==> src/sv/lisa_pkg.sv <==
// Shared types and constants for the lattice index score accumulator.
package lisa_pkg;
	localparam int FRAC_BITS = 44;
	localparam int NUM_SUMS  = 19;
	localparam int CNT_W     = 21;

	typedef enum logic [2:0] {
		REG_PAIR0 = 3'd0,
		REG_PAIR1 = 3'd1,
		REG_PAIR2 = 3'd2,
		REG_PAIR3 = 3'd3,
		REG_LAST  = 3'd4,
		REG_TOL   = 3'd5
	} reg_idx_t;

	// Commands from the controller to the datapath.
	typedef struct packed {
		logic       load;
		logic       mul;
		logic       acc;
		logic [1:0] comp;
		logic       rnd;
		logic       upd;
		logic [1:0] uidx;
		logic       clr;
	} cmd_t;
endpackage

==> src/sv/lisa_ctrl.sv <==
// Controller sequencing one item through the datapath and the result emission.
module lisa_ctrl (
	input  logic          clk,
	input  logic          arst_n,
	input  logic          in_fire,
	input  logic          in_last,
	input  logic          out_fire,
	output logic          busy,
	output logic          emit,
	output logic [4:0]    emit_idx,
	output lisa_pkg::cmd_t cmd
);
	import lisa_pkg::*;

	typedef enum logic [2:0] {S_IDLE, S_MUL, S_ACC, S_RND, S_UPD, S_EMIT} state_t;
	state_t state_q;
	logic [1:0] comp_q;
	logic [1:0] term_q;
	logic [1:0] uidx_q;
	logic       last_q;
	logic [4:0] idx_q;

	assign busy     = (state_q != S_IDLE);
	assign emit     = (state_q == S_EMIT);
	assign emit_idx = idx_q;

	always_comb begin
		cmd      = '0;
		cmd.load = in_fire;
		cmd.comp = comp_q;
		cmd.uidx = uidx_q;
		case (state_q)
			S_MUL: cmd.mul = 1'b1;
			S_ACC: cmd.acc = 1'b1;
			S_RND: cmd.rnd = 1'b1;
			S_UPD: cmd.upd = 1'b1;
			S_EMIT: cmd.clr = out_fire && (idx_q == 5'(NUM_SUMS - 1));
			default: ;
		endcase
	end

	always_ff @(posedge clk or negedge arst_n) begin
		if (!arst_n) begin
			state_q <= S_IDLE;
			comp_q  <= '0;
			term_q  <= '0;
			uidx_q  <= '0;
			last_q  <= 1'b0;
			idx_q   <= '0;
		end else begin
			case (state_q)
				S_IDLE: if (in_fire) begin
					state_q <= S_MUL;
					comp_q  <= '0;
					term_q  <= '0;
					last_q  <= in_last;
				end
				// Three product terms per component go through the shared multiplier.
				S_MUL: if (term_q == 2'd2) begin
					term_q  <= '0;
					state_q <= S_ACC;
				end else begin
					term_q <= term_q + 2'd1;
				end
				S_ACC: if (comp_q == 2'd2) begin
					state_q <= S_RND;
				end else begin
					comp_q  <= comp_q + 2'd1;
					state_q <= S_MUL;
				end
				S_RND: begin
					state_q <= S_UPD;
					uidx_q  <= '0;
				end
				S_UPD: if (uidx_q == 2'd2) begin
					idx_q   <= '0;
					state_q <= last_q ? S_EMIT : S_IDLE;
				end else begin
					uidx_q <= uidx_q + 2'd1;
				end
				S_EMIT: if (out_fire) begin
					if (idx_q == 5'(NUM_SUMS - 1)) state_q <= S_IDLE;
					else idx_q <= idx_q + 5'd1;
				end
				default: state_q <= S_IDLE;
			endcase
		end
	end
endmodule

==> config.mk <==
export PLATFORM = sky130hd
export DESIGN_NAME = lisa_ctrl
export DESIGN_NICKNAME = d
export VERILOG_FILES = /design/src/sv/lisa_pkg.sv /design/src/sv/lisa_ctrl.sv
export SDC_FILE = /design/constraint.sdc
export NUM_CORES = 1
export LEC_CHECK = 0
export ABC_AREA = 1
export BUFFER_PORTS_ARGS = -buffer_cell sky130_fd_sc_hd__buf_2
export CAP_MARGIN = 20
export CORE_ASPECT_RATIO = 1.1
export CORE_MARGIN = 10
export CORE_UTILIZATION = 57
export DETAILED_ROUTE_END_ITERATION = 7
export GPL_ROUTABILITY_DRIVEN = 0
export PLACE_DENSITY_LB_ADDON = 0.08
export SYNTH_ARGS = -nofsm -noshare
export SYNTH_HDL_FRONTEND = slang
export SYNTH_SLANG_ARGS = --single-unit
==> constraint.sdc <==
create_clock -name clk -period 2.32 [get_ports clk]
set_clock_uncertainty 0.2 [all_clocks]
set_input_delay 0.232 -clock clk [delete_from_list [all_inputs] [get_ports clk]]
set_output_delay 0.232 -clock clk [all_outputs]
set_load 0.02 [all_outputs]
==> flow_summary_export.csv <==
group,metric,value,unit
layout,final_area,1166,um^2
floorplanning,core,1633,um^2
layout,nets,163,
synth,synth-edff-count,0,
global_routing,grt_max_degree,16,
worst_setup_path,path_max_fanout,9,
worst_setup_path,worst_setup_path_start_kind,"flip-flop",
synth,synth-async-reset-ratio,100.0,%
sta,maxSlewHeadroom,69.98,%
drt,avgRoutedWirePerCell,12.16,um
floorplanning,die_y,64.36,um
sta,max_freq,0.5272,GHz
pwr,vdd_drop_max,0.7943,mV
flow_run,maxCapViolCount,0,
worst_setup_path,slowest_delay,0.63,ns
sta,fin_ws,0.4232,ns
sta,layout_worst_path_cycle_share,81.76,%
layout,mostFrequentLayoutCells,"nand2_1, buf_2, dfrtp_1",
placement,dpl-instance-area,1120,um^2
global_routing,grt_pass1_wl,3525,um
pwr,cellPowerDensity,1105,nW/um^2
drt,ant_nets,0,
floorplanning,die_w,60.33,um
drt,vias_per_cell,5.176,
drt,via_count,880,
sta,setup_violations,0,
clocking,cts.sink_count,15,
sta,maxSlewViolCount,0,
placement,post-place-ws,0.7240,ns
clocking,clockBufferDepth,2,
synth,netlist_area,1020,um^2
synth,synth_nets,138,
worst_setup_path,crit_type,"reg -> out",
status,outcome,"completed",
layout,drive_above_1_share,28.76,%
placement,dp_cells,164,
synth,ys.flop_type,"dfrtp_1",
sta,finalSetupTns,0,ns
placement,io_buffer_count,21,
drt,drc_errors,0,
global_routing,grt_usage,11.27,%
drt,first_pass_iters,4,
sta,worst_pin_slew,0.4503,ns
clocking,cts_inserted_buffers,3,
synth,netlist-cell-type-count,25,
clocking,insertion_delay,0.27,ns
sta,rsz0062_at_grt,"false",
placement,dp_hpwl,1736,um
clocking,cts_tree,"built",
clocking,htree_levels,1,
worst_hold_path,hp-class,"in -> reg",
worst_setup_path,slowest_stage,"dfrtp_1",
floorplanning,die_area,3883,um^2
sta,hold_viol,0,
synth,yosys_warnings,0,
sta,period_minus_slack,1.897,ns
synth,synthCells,129,
clocking,clockRootBuffer,"clkbuf_4",
floorplanning,rows,15,
worst_setup_path,crit_arrival,1.46,ns
global_routing,overflow,0,
drt,dr.first_iter.drc_count,12,
worst_setup_path,cp.required,1.89,ns
drt,wl,2067,um
worst_setup_path,cp-end-kind,"primary output",
global_routing,antenna_found_initial,0,
clocking,clk_pin_slew,0.09,ns
global_routing,grt_pass1_vias,830,
layout,area_growth,14.36,%
floorplanning,start_util,62.45,%
layout,layout_commonest_cell,"nand2_1",
layout,fin_cells,170,
floorplanning,pin_count,22,
clocking,cts_resized,0,
worst_setup_path,path_cells,"inv_1, nor2_1, nand2_1, inv_2, buf_2",
synth,yosysSeqAreaShare,36.81,%
pwr,p_leak,0.6280,nW
synth,ys_ff_latch,15,
clocking,postCtsSetupRepairBufs,0,
synth,synth_area_per_cell,7.905,um^2
layout,n_antenna_cell,0,
## report_power, final
group	leakage, nW	switching (W)	internal, W
clock network	0.0150	0.0000777	0.0000665
registers	0.201	0.000110	0.000334
logic	0.412	0.000464	0.000236
## path summary, 6_finish.rpt
check	to	slack, ns	cells after the start	start
max in group asynchronous	emit_idx[0]	1.48	2	arst_n
min	last_q	0.11	5	in_fire
max	cmd[8]	0.42	5	state_q[0]
min reg2reg	last_q	0.28	2	last_q
max reg2reg	emit_idx[3]	0.74	10	emit_idx[0]
min in group asynchronous	uidx_q[0]	0.19	2	arst_n
## Yosys cell counts (2+ instances only)
| cell type | count | share of area (%) |
|---|---|---|
| nand2_1 | 35 | 13 |
| dfrtp_1 | 15 | 37 |
| inv_1 | 14 | 5.2 |
| nand3_1 | 13 | 6.4 |
| nor2_1 | 7 | 2.6 |
| o21ai_1 | 6 | 2.9 |
| ha_1 | 4 | 4.9 |
| inv_2 | 4 | 1.5 |
| nand2_4 | 4 | 4.4 |
| nor2_4 | 4 | 4.4 |
| a21oi_1 | 3 | 1.5 |
| nand4_1 | 3 | 1.8 |
| buf_4 | 2 | 1.5 |
| nand2_2 | 2 | 1.2 |
| nor3_1 | 2 | 0.98 |
| o21ai_0 | 2 | 0.98 |
## flip-flops by register name (all words and copies together) (netlist names)
register and flops:
emit_idx 5, state_q 3, comp_q 2, term_q 2, uidx_q 2, last_q 1
## stage by stage
stage	power [W]	hold slack [ns]	util, %
2_1_floorplan	0.001016	-0.2636	-
3_3_place_gp	0.001137	-0.04246	68.58
3_5_place_dp	0.001159	-0.05294	68.58
4_1_cts	0.001308	0.1125	71.42
5_1_grt	0.001413	0.1460	71.42
6_report	0.001288	0.1132	71.42
## cells by family (layout without fill, tap and decap cells)
logic type / count (synthesis) / in the layout / synth area share, %
flops: 15 / 15 / 36.81
fa+ha+maj: 4 / 4 / 4.908
simple gates: 76 / 76 / 42.33
compound gates: 12 / 12 / 6.135
buf+inv: 22 / 46 / 9.815
## area by class of cell
type                    instances  area [um^2]
multi-input cells              92        544.3
inverters                      19        73.82
clock buffers                   4        26.28
well taps                      17        21.27
fillers                       149        466.7
flip-flops and latches         15        375.4
repair buffers                 23        125.1
## layer usage
metal  part of all wire (%)  GRT usage [%]  up-vias
li1                       -              -      459
met1                     42          13.26      396
met2                     51          19.59       23
met3                    6.2          2.767        2
met4                   0.39          2.528        0
met5                      0              0        -
## worst max-delay path: cells and delay by family, from the launching register on
family	cells	cell delay (ns)
buffers and inverters	3	0.32
DFF	1	0.63
and+or+nand+nor	2	0.23
## repair_timing
item | in CTS | in global routing
endpoints found under the hold margin | 16 | 0
hold buffers | 2 | 0
endpoints found under the setup margin | 0 | 0
No activity file was read; power rests on OpenSTA's default activity.
